===== config.mk =====
export PLATFORM = sky130hd
export DESIGN_NAME = md5_stream_hasher_top
export DESIGN_NICKNAME = d
export VERILOG_FILES = /design/src/rtl/md5sh_pkg.sv /design/src/rtl/md5_stream_hasher_top.sv /design/src/rtl/md5sh_ctrl.sv /design/src/rtl/md5sh_dp.sv
export SDC_FILE = /design/constraint.sdc
export NUM_CORES = 2
export LEC_CHECK = 0
export ABC_AREA = 1
export BUFFER_PORTS_ARGS = -buffer_cell sky130_fd_sc_hd__clkbuf_2
export CORE_ASPECT_RATIO = 0.8
export CORE_UTILIZATION = 47
export CTS_BUF_LIST = sky130_fd_sc_hd__clkbuf_8
export DETAILED_ROUTE_END_ITERATION = 6
export GPL_TIMING_DRIVEN = 0
export HOLD_SLACK_MARGIN = 0.02
export PLACE_DENSITY_LB_ADDON = 0.25
export SLEW_MARGIN = 20
export SYNTH_ARGS = -nofsm -noshare
export SYNTH_HDL_FRONTEND = slang
export SYNTH_SLANG_ARGS = --single-unit

===== constraint.sdc =====
create_clock -name clk -period 9.4 [get_ports clk]
set_input_delay 1.41 -clock clk [delete_from_list [all_inputs] [get_ports clk]]
set_output_delay 1.41 -clock clk [all_outputs]
set_load 0.05 [all_outputs]

===== src/rtl/md5sh_pkg.sv =====
package md5sh_pkg;

  localparam logic [31:0] IV_A = 32'h67452301;
  localparam logic [31:0] IV_B = 32'hefcdab89;
  localparam logic [31:0] IV_C = 32'h98badcfe;
  localparam logic [31:0] IV_D = 32'h10325476;

  localparam logic [7:0] PAD_MARK = 8'h80;

  // Sources of the byte written into the block buffer.
  localparam logic [1:0] WR_BYTE = 2'd0;
  localparam logic [1:0] WR_MARK = 2'd1;
  localparam logic [1:0] WR_PAD  = 2'd2;

  typedef struct packed {
    logic [7:0] data_byte;
    logic       byte_present;
    logic       final_item;
  } msg_t;

  typedef struct packed {
    logic [63:0] digest_part;
    logic        part_index;
    logic        last_part;
  } dig_t;

  typedef struct packed {
    logic       wr_en;
    logic [1:0] wr_kind;
    logic [5:0] wr_addr;
    logic       len_phase;
    logic       cnt_inc;
    logic       load_work;
    logic       pre_first;
    logic       round_en;
    logic       chain_add;
    logic       finish;
    logic [5:0] rnd;
    logic [5:0] rd_idx;
    logic [5:0] k_idx;
    logic       out_part;
  } dp_cmd_t;

  typedef struct packed {
    logic [5:0] cnt_low;
  } dp_stat_t;

  // Message word used by a round.
  function automatic logic [3:0] msg_index(input logic [5:0] i);
    logic [3:0] n;
    n = i[3:0];
    unique case (i[5:4])
      2'd0: msg_index = n;
      2'd1: msg_index = {n[1:0], 2'b00} + n + 4'd1;
      2'd2: msg_index = {n[2:0], 1'b0} + n + 4'd5;
      2'd3: msg_index = {n[0], 3'b000} - n;
    endcase
  endfunction

  function automatic logic [4:0] shift_amt(input logic [5:0] i);
    logic [4:0] s;
    unique case ({i[5:4], i[1:0]})
      4'h0: s = 5'd7;
      4'h1: s = 5'd12;
      4'h2: s = 5'd17;
      4'h3: s = 5'd22;
      4'h4: s = 5'd5;
      4'h5: s = 5'd9;
      4'h6: s = 5'd14;
      4'h7: s = 5'd20;
      4'h8: s = 5'd4;
      4'h9: s = 5'd11;
      4'ha: s = 5'd16;
      4'hb: s = 5'd23;
      4'hc: s = 5'd6;
      4'hd: s = 5'd10;
      4'he: s = 5'd15;
      4'hf: s = 5'd21;
    endcase
    return s;
  endfunction

  function automatic logic [31:0] round_const(input logic [5:0] i);
    logic [31:0] k;
    unique case (i)
      6'd0:  k = 32'hd76aa478;
      6'd1:  k = 32'he8c7b756;
      6'd2:  k = 32'h242070db;
      6'd3:  k = 32'hc1bdceee;
      6'd4:  k = 32'hf57c0faf;
      6'd5:  k = 32'h4787c62a;
      6'd6:  k = 32'ha8304613;
      6'd7:  k = 32'hfd469501;
      6'd8:  k = 32'h698098d8;
      6'd9:  k = 32'h8b44f7af;
      6'd10: k = 32'hffff5bb1;
      6'd11: k = 32'h895cd7be;
      6'd12: k = 32'h6b901122;
      6'd13: k = 32'hfd987193;
      6'd14: k = 32'ha679438e;
      6'd15: k = 32'h49b40821;
      6'd16: k = 32'hf61e2562;
      6'd17: k = 32'hc040b340;
      6'd18: k = 32'h265e5a51;
      6'd19: k = 32'he9b6c7aa;
      6'd20: k = 32'hd62f105d;
      6'd21: k = 32'h02441453;
      6'd22: k = 32'hd8a1e681;
      6'd23: k = 32'he7d3fbc8;
      6'd24: k = 32'h21e1cde6;
      6'd25: k = 32'hc33707d6;
      6'd26: k = 32'hf4d50d87;
      6'd27: k = 32'h455a14ed;
      6'd28: k = 32'ha9e3e905;
      6'd29: k = 32'hfcefa3f8;
      6'd30: k = 32'h676f02d9;
      6'd31: k = 32'h8d2a4c8a;
      6'd32: k = 32'hfffa3942;
      6'd33: k = 32'h8771f681;
      6'd34: k = 32'h6d9d6122;
      6'd35: k = 32'hfde5380c;
      6'd36: k = 32'ha4beea44;
      6'd37: k = 32'h4bdecfa9;
      6'd38: k = 32'hf6bb4b60;
      6'd39: k = 32'hbebfbc70;
      6'd40: k = 32'h289b7ec6;
      6'd41: k = 32'heaa127fa;
      6'd42: k = 32'hd4ef3085;
      6'd43: k = 32'h04881d05;
      6'd44: k = 32'hd9d4d039;
      6'd45: k = 32'he6db99e5;
      6'd46: k = 32'h1fa27cf8;
      6'd47: k = 32'hc4ac5665;
      6'd48: k = 32'hf4292244;
      6'd49: k = 32'h432aff97;
      6'd50: k = 32'hab9423a7;
      6'd51: k = 32'hfc93a039;
      6'd52: k = 32'h655b59c3;
      6'd53: k = 32'h8f0ccc92;
      6'd54: k = 32'hffeff47d;
      6'd55: k = 32'h85845dd1;
      6'd56: k = 32'h6fa87e4f;
      6'd57: k = 32'hfe2ce6e0;
      6'd58: k = 32'ha3014314;
      6'd59: k = 32'h4e0811a1;
      6'd60: k = 32'hf7537e82;
      6'd61: k = 32'hbd3af235;
      6'd62: k = 32'h2ad7d2bb;
      6'd63: k = 32'heb86d391;
    endcase
    return k;
  endfunction

endpackage


===== src/rtl/md5_stream_hasher_top.sv =====
// One message byte per cycle; a byte that completes a 64-byte block stalls
// input through the buffer prefetch, 64 rounds and the chain add. A final request
// then writes the padding marker and zero padding, one more block of it when the
// length spills into a second block, compresses each block and loads the digest holding
// register once its previous digest has drained; both digest requests follow from it.
// Synchronous active-high reset restores the initial chaining words and a zero byte count.
module md5_stream_hasher_top import md5sh_pkg::*; (
  input  logic clk,
  input  logic rst,
  input  logic msg_valid,
  output logic msg_stall,
  input  msg_t msg,
  output logic dig_valid,
  input  logic dig_stall,
  output dig_t dig
);

  dp_cmd_t     cmd;
  dp_stat_t    stat;
  logic [63:0] dig_word;

  md5sh_ctrl u_ctrl (
    .clk          (clk),
    .rst          (rst),
    .msg_valid    (msg_valid),
    .msg_stall    (msg_stall),
    .byte_present (msg.byte_present),
    .final_item   (msg.final_item),
    .dig_valid    (dig_valid),
    .dig_stall    (dig_stall),
    .cmd          (cmd),
    .stat         (stat)
  );

  md5sh_dp u_dp (
    .clk       (clk),
    .rst       (rst),
    .data_byte (msg.data_byte),
    .cmd       (cmd),
    .stat      (stat),
    .dig_word  (dig_word)
  );

  assign dig.digest_part = dig_word;
  assign dig.part_index  = cmd.out_part;
  assign dig.last_part   = cmd.out_part;

  a_final_stalls: assert property (@(posedge clk) disable iff (rst)
    msg_valid && !msg_stall && msg.final_item |=> msg_stall)
    else $error("input not stalled after a final request");

  a_second_part: assert property (@(posedge clk) disable iff (rst)
    dig_valid && !dig_stall && !dig.last_part |=> dig_valid && dig.part_index)
    else $error("second digest part does not follow the first");

  a_gap_after_last: assert property (@(posedge clk) disable iff (rst)
    dig_valid && !dig_stall && dig.last_part |=> !dig_valid)
    else $error("digest request repeated after the last part");

endmodule


===== src/rtl/md5sh_ctrl.sv =====
module md5sh_ctrl import md5sh_pkg::*; (
  input  logic     clk,
  input  logic     rst,
  input  logic     msg_valid,
  output logic     msg_stall,
  input  logic     byte_present,
  input  logic     final_item,
  output logic     dig_valid,
  input  logic     dig_stall,
  output dp_cmd_t  cmd,
  input  dp_stat_t stat
);

  localparam logic [2:0] ST_IDLE  = 3'd0;
  localparam logic [2:0] ST_PRE0  = 3'd1;
  localparam logic [2:0] ST_PRE1  = 3'd2;
  localparam logic [2:0] ST_ROUND = 3'd3;
  localparam logic [2:0] ST_FIN   = 3'd4;
  localparam logic [2:0] ST_MARK  = 3'd5;
  localparam logic [2:0] ST_PAD   = 3'd6;
  localparam logic [2:0] ST_DONE  = 3'd7;

  logic [2:0] state;
  logic [5:0] rnd;
  logic [5:0] ptr;
  logic       pend;
  logic       padding;
  logic       len_phase;
  logic       out_part;
  logic       msg_take;
  logic       dig_take;
  logic       load_out;

  assign msg_stall = (state != ST_IDLE);
  assign msg_take  = msg_valid && !msg_stall;
  assign dig_take  = dig_valid && !dig_stall;
  assign load_out  = (state == ST_DONE) && !dig_valid;

  always_comb begin
    cmd = '0;
    cmd.rnd       = rnd;
    cmd.len_phase = len_phase;
    cmd.out_part  = out_part;
    unique case (state)
      ST_IDLE: begin
        cmd.wr_en   = msg_take && byte_present;
        cmd.wr_kind = WR_BYTE;
        cmd.wr_addr = stat.cnt_low;
        cmd.cnt_inc = msg_take && byte_present;
      end
      ST_PRE0: begin
        cmd.load_work = 1'b1;
      end
      ST_PRE1: begin
        cmd.pre_first = 1'b1;
        cmd.rd_idx    = 6'd1;
      end
      ST_ROUND: begin
        cmd.round_en = 1'b1;
        cmd.rd_idx   = rnd + 6'd2;
        cmd.k_idx    = rnd + 6'd1;
      end
      ST_FIN: begin
        cmd.chain_add = 1'b1;
      end
      ST_MARK: begin
        cmd.wr_en   = 1'b1;
        cmd.wr_kind = WR_MARK;
        cmd.wr_addr = stat.cnt_low;
      end
      ST_PAD: begin
        cmd.wr_en   = 1'b1;
        cmd.wr_kind = WR_PAD;
        cmd.wr_addr = ptr;
      end
      ST_DONE: begin
        cmd.finish = load_out;
      end
    endcase
  end

  always_ff @(posedge clk) begin
    if (rst) begin
      state     <= ST_IDLE;
      rnd       <= '0;
      ptr       <= '0;
      pend      <= 1'b0;
      padding   <= 1'b0;
      len_phase <= 1'b0;
    end else begin
      unique case (state)
        ST_IDLE: begin
          if (msg_take) begin
            if (byte_present && stat.cnt_low == 6'd63) begin
              state <= ST_PRE0;
              pend  <= final_item;
            end else if (final_item) begin
              state <= ST_MARK;
            end
          end
        end
        ST_PRE0: begin
          rnd   <= '0;
          state <= ST_PRE1;
        end
        ST_PRE1: begin
          state <= ST_ROUND;
        end
        ST_ROUND: begin
          rnd <= rnd + 6'd1;
          if (rnd == 6'd63) begin
            state <= ST_FIN;
          end
        end
        ST_FIN: begin
          if (pend) begin
            pend  <= 1'b0;
            state <= ST_MARK;
          end else if (padding) begin
            if (len_phase) begin
              state <= ST_DONE;
            end else begin
              // The marker spilled past the length field: the length goes
              // into a fresh block of zeros.
              len_phase <= 1'b1;
              ptr       <= '0;
              state     <= ST_PAD;
            end
          end else begin
            state <= ST_IDLE;
          end
        end
        ST_MARK: begin
          padding   <= 1'b1;
          len_phase <= (stat.cnt_low < 6'd56);
          ptr       <= stat.cnt_low + 6'd1;
          state     <= (stat.cnt_low == 6'd63) ? ST_PRE0 : ST_PAD;
        end
        ST_PAD: begin
          ptr <= ptr + 6'd1;
          if (ptr == 6'd63) begin
            state <= ST_PRE0;
          end
        end
        ST_DONE: begin
          if (load_out) begin
            padding   <= 1'b0;
            len_phase <= 1'b0;
            state     <= ST_IDLE;
          end
        end
      endcase
    end
  end

  // The digest leaves as two requests from a holding register, so the
  // next message can start while they drain.
  always_ff @(posedge clk) begin
    if (rst) begin
      dig_valid <= 1'b0;
      out_part  <= 1'b0;
    end else if (load_out) begin
      dig_valid <= 1'b1;
      out_part  <= 1'b0;
    end else if (dig_take) begin
      if (out_part) begin
        dig_valid <= 1'b0;
      end else begin
        out_part <= 1'b1;
      end
    end
  end

endmodule


===== src/rtl/md5sh_dp.sv =====
module md5sh_dp import md5sh_pkg::*; (
  input  logic        clk,
  input  logic        rst,
  input  logic [7:0]  data_byte,
  input  dp_cmd_t     cmd,
  output dp_stat_t    stat,
  output logic [63:0] dig_word
);

  logic [31:0] blk_mem [16];
  logic [31:0] mem_q;
  logic [31:0] chain [4];
  logic [31:0] a, b, c, d;
  logic [31:0] pre;
  logic [60:0] cnt;
  logic [63:0] dig_lo, dig_hi;
  logic [63:0] len_bits;
  logic [7:0]  wr_byte;
  logic [31:0] f;
  logic [31:0] sum;
  logic [63:0] rot_ext;
  logic [31:0] pre_base;

  assign stat.cnt_low = cnt[5:0];
  assign len_bits     = {cnt, 3'b000};
  assign dig_word     = cmd.out_part ? dig_hi : dig_lo;

  always_comb begin
    unique case (cmd.wr_kind)
      WR_BYTE: wr_byte = data_byte;
      WR_MARK: wr_byte = PAD_MARK;
      WR_PAD:  wr_byte = (cmd.len_phase && cmd.wr_addr[5:3] == 3'b111) ?
                         len_bits[{cmd.wr_addr[2:0], 3'b000} +: 8] : 8'h00;
      default: wr_byte = 8'h00;
    endcase
  end

  // Block buffer: one byte lane written per cycle, one word read per cycle.
  always_ff @(posedge clk) begin
    if (cmd.wr_en) begin
      blk_mem[cmd.wr_addr[5:2]][{cmd.wr_addr[1:0], 3'b000} +: 8] <= wr_byte;
    end
    mem_q <= blk_mem[msg_index(cmd.rd_idx)];
  end

  always_comb begin
    unique case (cmd.rnd[5:4])
      2'd0: f = (b & c) | (~b & d);
      2'd1: f = (d & b) | (~d & c);
      2'd2: f = b ^ c ^ d;
      2'd3: f = c ^ (b | ~d);
    endcase
    sum     = pre + f;
    rot_ext = {sum, sum} << shift_amt(cmd.rnd);
    // Next round's a is today's d, so its constant and message word are
    // summed into the pre register while the current round runs.
    pre_base = cmd.pre_first ? a : d;
  end

  always_ff @(posedge clk) begin
    if (cmd.load_work) begin
      a <= chain[0];
      b <= chain[1];
      c <= chain[2];
      d <= chain[3];
    end else if (cmd.round_en) begin
      a <= d;
      b <= b + rot_ext[63:32];
      c <= b;
      d <= c;
    end
    if (cmd.pre_first || cmd.round_en) begin
      pre <= pre_base + round_const(cmd.k_idx) + mem_q;
    end
    if (cmd.finish) begin
      dig_lo <= {chain[1], chain[0]};
      dig_hi <= {chain[3], chain[2]};
    end
  end

  always_ff @(posedge clk) begin
    if (rst || cmd.finish) begin
      chain[0] <= IV_A;
      chain[1] <= IV_B;
      chain[2] <= IV_C;
      chain[3] <= IV_D;
      cnt      <= '0;
    end else begin
      if (cmd.chain_add) begin
        chain[0] <= chain[0] + a;
        chain[1] <= chain[1] + b;
        chain[2] <= chain[2] + c;
        chain[3] <= chain[3] + d;
      end
      if (cmd.cnt_inc) begin
        cnt <= cnt + 61'd1;
      end
    end
  end

endmodule


# Yosys cells after proc, flatten, opt, wreduce, memory -nomap -nowiden
# Memories as Yosys holds them, arrays and structs flattened. A register that Yosys moved wholly into a read port is not among the register bits.
# Index checks and enable logic that the tools add are counted.
# classes
n_addsub,19
order_cmp,1
eq_ne,28
n_shift,4
mux,64
bitwise,16
n_reduce_logical,31
# ops
operator,n
2-to-1 mux 32 bit,15
adder 32 bit,8
bitwise AND 32 bit,4
case mux 32 bit (4 select lines),1
OR 32 bit,3
XOR 32 bit,3
2-to-1 mux 64 bit,1
inverter 32 bit,2
indexed part select 64 x 7 -> 8 bit,1
left shift 64 x 5 -> 64 bit,1
"adder 61 x 1 -> 61 bit, second input constant",1
"variable shift 8 x 7 -> 32 bit, first input constant",1
indexed part select 8 x 7 -> 32 bit,1
2-to-1 mux 3 bit,9
case mux 9 bit (3 select lines),1
2-to-1 mux 6 bit,4
case mux 3 bit (8 select lines),1
case mux 6 bit (2 select lines),2
case mux 8 bit (3 select lines),1
2-to-1 mux 1 bit,21
"adder 6 x 1 -> 6 bit, second input constant",3
"equality test 6 bit, second input constant",3
case mux 6 bit (3 select lines),1
case mux 4 bit (4 select lines),1
32 further kinds,74
# word_totals
reg_bits,369
ramBits,640
romBits,2128
inputBits,14
out_inout_bits,68
wordCells,183
mem_count,4
# memory_table
name,depth,width,rd,rd_clocked_by_memory_dff,write_ports,line_no,rtl
(no name shown),64,32,1,0,0,md5sh_pkg.sv:85,unique case (i)
u_dp.blk_mem,16,32,1,1,1,md5sh_dp.sv:10,logic [31:0] blk_mem [16];
u_dp.chain,4,32,4,0,4,md5sh_dp.sv:12,logic [31:0] chain [4];
(no name shown),16,5,1,1,0,md5sh_pkg.sv:62,"unique case ({i[5:4], i[1:0]})"

# Longest topological paths before layout
# logic_depth
word_depth,10
mapped_depth,40
ltp_nobuf,40

# Cells and area by module
# From an unflattened synthesis, not the netlist that was laid out.
# unflattened
hier_cells,7047
area_unflattened_um2,61919.4
# modules_own_cells
module,n_inst,cells_per_inst,area_per_inst_um2,seq_area_each_um2
md5sh_dp,1,6807,60370.4,29728.5
md5sh_ctrl,1,239,1541.5,400.4
md5_stream_hasher_top,1,1,7.5,0.0

# Least setup slack after synthesis
# No wires, ideal clock.
# synth_timing
path_type,register -> register
startpoint,reg u_ctrl.state[2]
endpoint,mem u_dp.chain[0][0] (enable)
setup_time_ns,0.491
arrival_time_ns,9.822
t_required_ns,8.909
setup_slack_ns,-0.913
stages_incl_launch_ff,8
n_path_buf,1
period_less_slack_ns,10.313
path_cell_list,dfxtp_1 > nand2_1 > nor2_1 > inv_1 > nor2_1 > nor2_1 > clkbuf_1 > nand2_1
# synth_lines
element,line_no,rtl
from (decl),md5sh_ctrl.sv:23,logic [2:0] state;
from (signal assigned),md5sh_ctrl.sv:137,state <= (stat.cnt_low == 6'd63) ? ST_PRE0 : ST_PAD;
to (decl),md5sh_dp.sv:12,

# Worst setup path in the final report
# layout_timing
startpoint,reg u_ctrl.rnd[4]
endpoint,"reg u_dp.b[22], data pin"
# layout_between
elab_chain_len,7
word_cells_on_any_way,10
classes_between,add/sub: 2; eq/ne: 3; shift: 1; mux: 3; reduce/logical: 1
# layout_lines
element,line_no,rtl
from (decl),md5sh_ctrl.sv:24,logic [5:0] rnd;
from (signal assigned),md5sh_ctrl.sv:110,rnd <= rnd + 6'd1;
equality test 2 bit (tied with other cells),md5sh_dp.sv:47,unique case (cmd.rnd[5:4])
case mux 32 bit (4 select lines) *,md5sh_dp.sv:47,
adder 32 bit *,md5sh_dp.sv:53,sum = pre + f;
left shift 64 x 5 -> 64 bit *,md5sh_dp.sv:54,"rot_ext = {sum, sum} << shift_amt(cmd.rnd);"
adder 32 bit *,md5sh_dp.sv:68,b <= b + rot_ext[63:32];
2-to-1 mux 32 bit *,md5sh_dp.sv:66,end else if (cmd.round_en) begin
2-to-1 mux 32 bit *,md5sh_dp.sv:61,if (cmd.load_work) begin
to (signal assigned),md5sh_dp.sv:63,b <= chain[1];
to (signal assigned),md5sh_dp.sv:68,
to (decl),md5sh_dp.sv:13,"logic [31:0] a, b, c, d;"
# Every way passes the cells marked *; elsewhere a longest branch is shown, timed or not. The select of a mux whose other input is x is not followed.
# A chain may end at the register's enable or synchronous reset.

==> results.sh <==
export IMPL_synthMuxAreaShare=0.000161
export IMPL_post_route_util=0.529
export IMPL_synth_edf_count=928
export IMPL_power_frac_seq=0.274
export IMPL_track_usage=0.383
export IMPL_cts_made_buffers=172
export IMPL_dr_pass1_iters=6
export IMPL_fin_crit_sh=0.979
export IMPL_dr_max_layer_used="met5"
export IMPL_end_kind="flop"
export IMPL_layout_min_cycle_time_ps=9210
export IMPL_layout_drive_gt1_share=0.0710
export IMPL_crit_fanout=10
export IMPL_final_seq_area_um2=30200
export IMPL_dieArea_um2=133000
export IMPL_grt_pass1_wl_mm=368
export IMPL_dr_wl_met3_mm=44.7
export IMPL_die_w_um=408
export IMPL_setup_viol=0
export IMPL_vias=58233
export IMPL_synth_nets=7643
export IMPL_gp_congestion=1.05
export IMPL_finalInstanceArea_um2=68800
export IMPL_critPathRequiredTime_ps=10090
export IMPL_coreArea_um2=130000
export IMPL_pwr_share_comb=0.564
export IMPL_cp_arrival_ps=9900
export IMPL_insertion_delay_ps=980
export IMPL_synth_xor_area_frac=0.0168
export IMPL_cp_start_kind="flop"
export IMPL_grt_pass1_vias=51887
export IMPL_cts_tree="done"
export IMPL_die_h_um=327
export IMPL_p_int_mw=12.9
export IMPL_preCtsSetupSlack_ps=372
export IMPL_drt_initial_drc_count=9436
export IMPL_wire_per_inst_um=27.5
export IMPL_overflow=0
export IMPL_min_path_type="flop to flop"
export IMPL_m1WireLength_mm=116
export IMPL_pwr_density_cell_nw_per_um2=381
export IMPL_synth_seq_cells=1046
export IMPL_fmaxAchievable_ghz=0.109
export IMPL_wl_mm=261
export IMPL_hpwl_mm=202
export IMPL_finalHoldViolCount=0
export IMPL_synth_compound_area_frac=0.154
export IMPL_power_mw=26.2
export IMPL_cts_path_max_buffers=3
export IMPL_numClockSinks=1046
export IMPL_ir_worst_vdd_uv=296
export IMPL_htreeDepth=4
export IMPL_drtAntennaViolNets=0
export IMPL_max_cap_viol_count=0
export IMPL_status="finished, final reports clean"
export IMPL_p_switching_mw=13.3
export IMPL_tightest_slew_ps=1270
export IMPL_multi_input_area_um2=28000
export IMPL_synthesis_area_um2=62000
export IMPL_grt_max_degree=48
export IMPL_yosys_warnings=0
export IMPL_syn_inst=7315
export IMPL_nets=7926
export IMPL_cp_slowest_cell="a32oi_1"
export IMPL_ys_flop_type="edfxtp_1"
export IMPL_rsz0062_at_grt="false"
export IMPL_skew_ps=102
export IMPL_critPathKind="flop to flop"
export IMPL_syn2layout_area_growth_pct=10.9
export IMPL_place_area_um2=65100
export IMPL_ys_async_sr_fraction=0
export IMPL_ys_types=68
export IMPL_syn_area_per_cell_um2=8.48
export IMPL_ios=82
export IMPL_num_rows=118
export IMPL_synth_simple_area_share=0.210
export IMPL_crit_path_frequent_cell="nand2_1"
export IMPL_drc=0
export IMPL_port_buffers=81
export IMPL_report_final_slew_viol_count=0
export IMPL_root_buffer="clkbuf_8"
export IMPL_clkPwrFrac=0.162
export IMPL_final_cell_mix="nand2_1 (1487), edfxtp_1 (928), nor2_1 (898)"
export IMPL_synth_top_family_by_area="simple AND/OR/NAND/NOR gates"
export IMPL_final_common_cell="nand2_1"
export IMPL_via_per_inst=6.14
export IMPL_ys_seq_area_frac=0.488
export IMPL_start_util=0.477
export IMPL_instances_no_fill=9484
export IMPL_met2_length_mm=93.8
export IMPL_antenna_found_initial=20
export IMPL_sw_frac_of_total=0.507
export IMPL_fillers=12262
export IMPL_postLayoutSetupSlackWorst_ps=194
export IMPL_synthAdderAreaFrac=0.0681
export IMPL_postCtsSetupBuffers=0
export IMPL_power_leakage_nw=27.6
export IMPL_cp_slowest_stage_delay_ps=690
export IMPL_path_clk_slew_ps=70
export IMPL_dp_cells=9163
export IMPL_relSlewSlack=0.150
final timing paths:
kind | cells after the start | end | slack (ps) | startpoint
worst max-delay path | 35 | u_dp.b[22] | 190 | u_ctrl.rnd[4]
worst min-delay path | 2 | u_dp.cnt[60] | 470 | u_dp.cnt[60]
worst max register to register | 35 | u_dp.b[22] | 190 | u_ctrl.rnd[4]
worst min register to register | 2 | u_dp.cnt[60] | 470 | u_dp.cnt[60]
power by group through the flow:
stage,Clock [mW],Sequential [mW],Combinational (mW)
final,4.24,7.18,14.8
after global routing,4.44,7.19,16.2
after CTS,4.26,7.10,14.2
after detailed placement,0,7.19,14.2
after global placement,0,7.24,13.9
after floorplan,0,6.69,9.62
critical path, delay by kind of cell (launching register included):
family | cells | cell delay (ps)
AO/OA/AOI/OAI | 12 | 3810
flip-flops | 1 | 300
XOR/XNOR | 1 | 240
AND/OR/NAND/NOR | 15 | 1770
adder cells (fa/ha/maj) | 3 | 1180
buffers and inverters | 4 | 1620
cell families (layout without fill, tap and decap cells):
logic type	Yosys count	after routing
other cells	0	11
buf+inv	1014	1432
xor+xnor	118	118
compound gates	1681	1681
fa+ha+maj	314	314
simple gates	3141	3141
flops	1046	1046
mux	1	1
through the flow:
step | setup TNS [ps] | hold slack (ps)
after global routing | 0 | 491
after CTS | 0 | 472
after global placement | -709970 | 450
after floorplan | 0 | 435
final | 0 | 473
after detailed placement | 0 | 461
flip-flops by register name (all words and copies together), names as in the netlist, 6 cells and up, named ones only:
register	flops
u_ctrl.ptr	6
u_ctrl.rnd	6
u_dp.a	32
u_dp.b	32
u_dp.blk_mem	512
u_dp.c	32
u_dp.chain	128
u_dp.cnt	61
u_dp.d	32
u_dp.dig_hi	64
u_dp.dig_lo	64
u_dp.mem_q	32
u_dp.pre	32
cells in the mapped netlist (all sizes together) (12+ instances only):
library cell,number,area [um^2]
buf,102,508
xor2,84,743
o21bai,13,97.6
o21a,33,248
or2,27,169
clkbuf,173,649
a31oi,38,238
nor2,939,3620
nor3,147,741
nand3,442,2220
ha,275,3440
a211oi,24,180
xnor2,34,298
a21boi,12,90.1
fa,39,781
nand4,43,269
o31ai,15,113
a41oi,21,184
nor4,24,193
a21o,27,203
a32oi,12,105
nand2,1493,5610
a21oi,470,2360
o221ai,16,140
dfxtp,118,2360
o211ai,159,1190
inv,731,2750
edfxtp,928,27900
o21ai,790,3970
layout make-up:
cell class / count / area share
flip-flops and latches: 1046 / 0.439
multi-input cells: 5255 / 0.407
inverters: 739 / 0.0404
clock buffers: 186 / 0.0372
well taps: 1740 / 0.0316
plain buffers: 275 / 0.0170
clock inverters: 123 / 0.0141
repair buffers: 109 / 0.0124
diodes: 11 / 0.000400
repair_timing:
item,in CTS,in global routing
endpoints found under the setup margin,0,3
resized for setup,0,11
hold buffers,0,0
hold endpoints to repair,0,0
layer usage:
metal / vias to the layer above / GRT usage
li1: 25873 / -
met1: 27907 / 0.599
met2: 4037 / 0.468
met3: 408 / 0.161
met4: 8 / 0.0979
met5: - / 0
No activity file was read; power rests on OpenSTA's default activity.
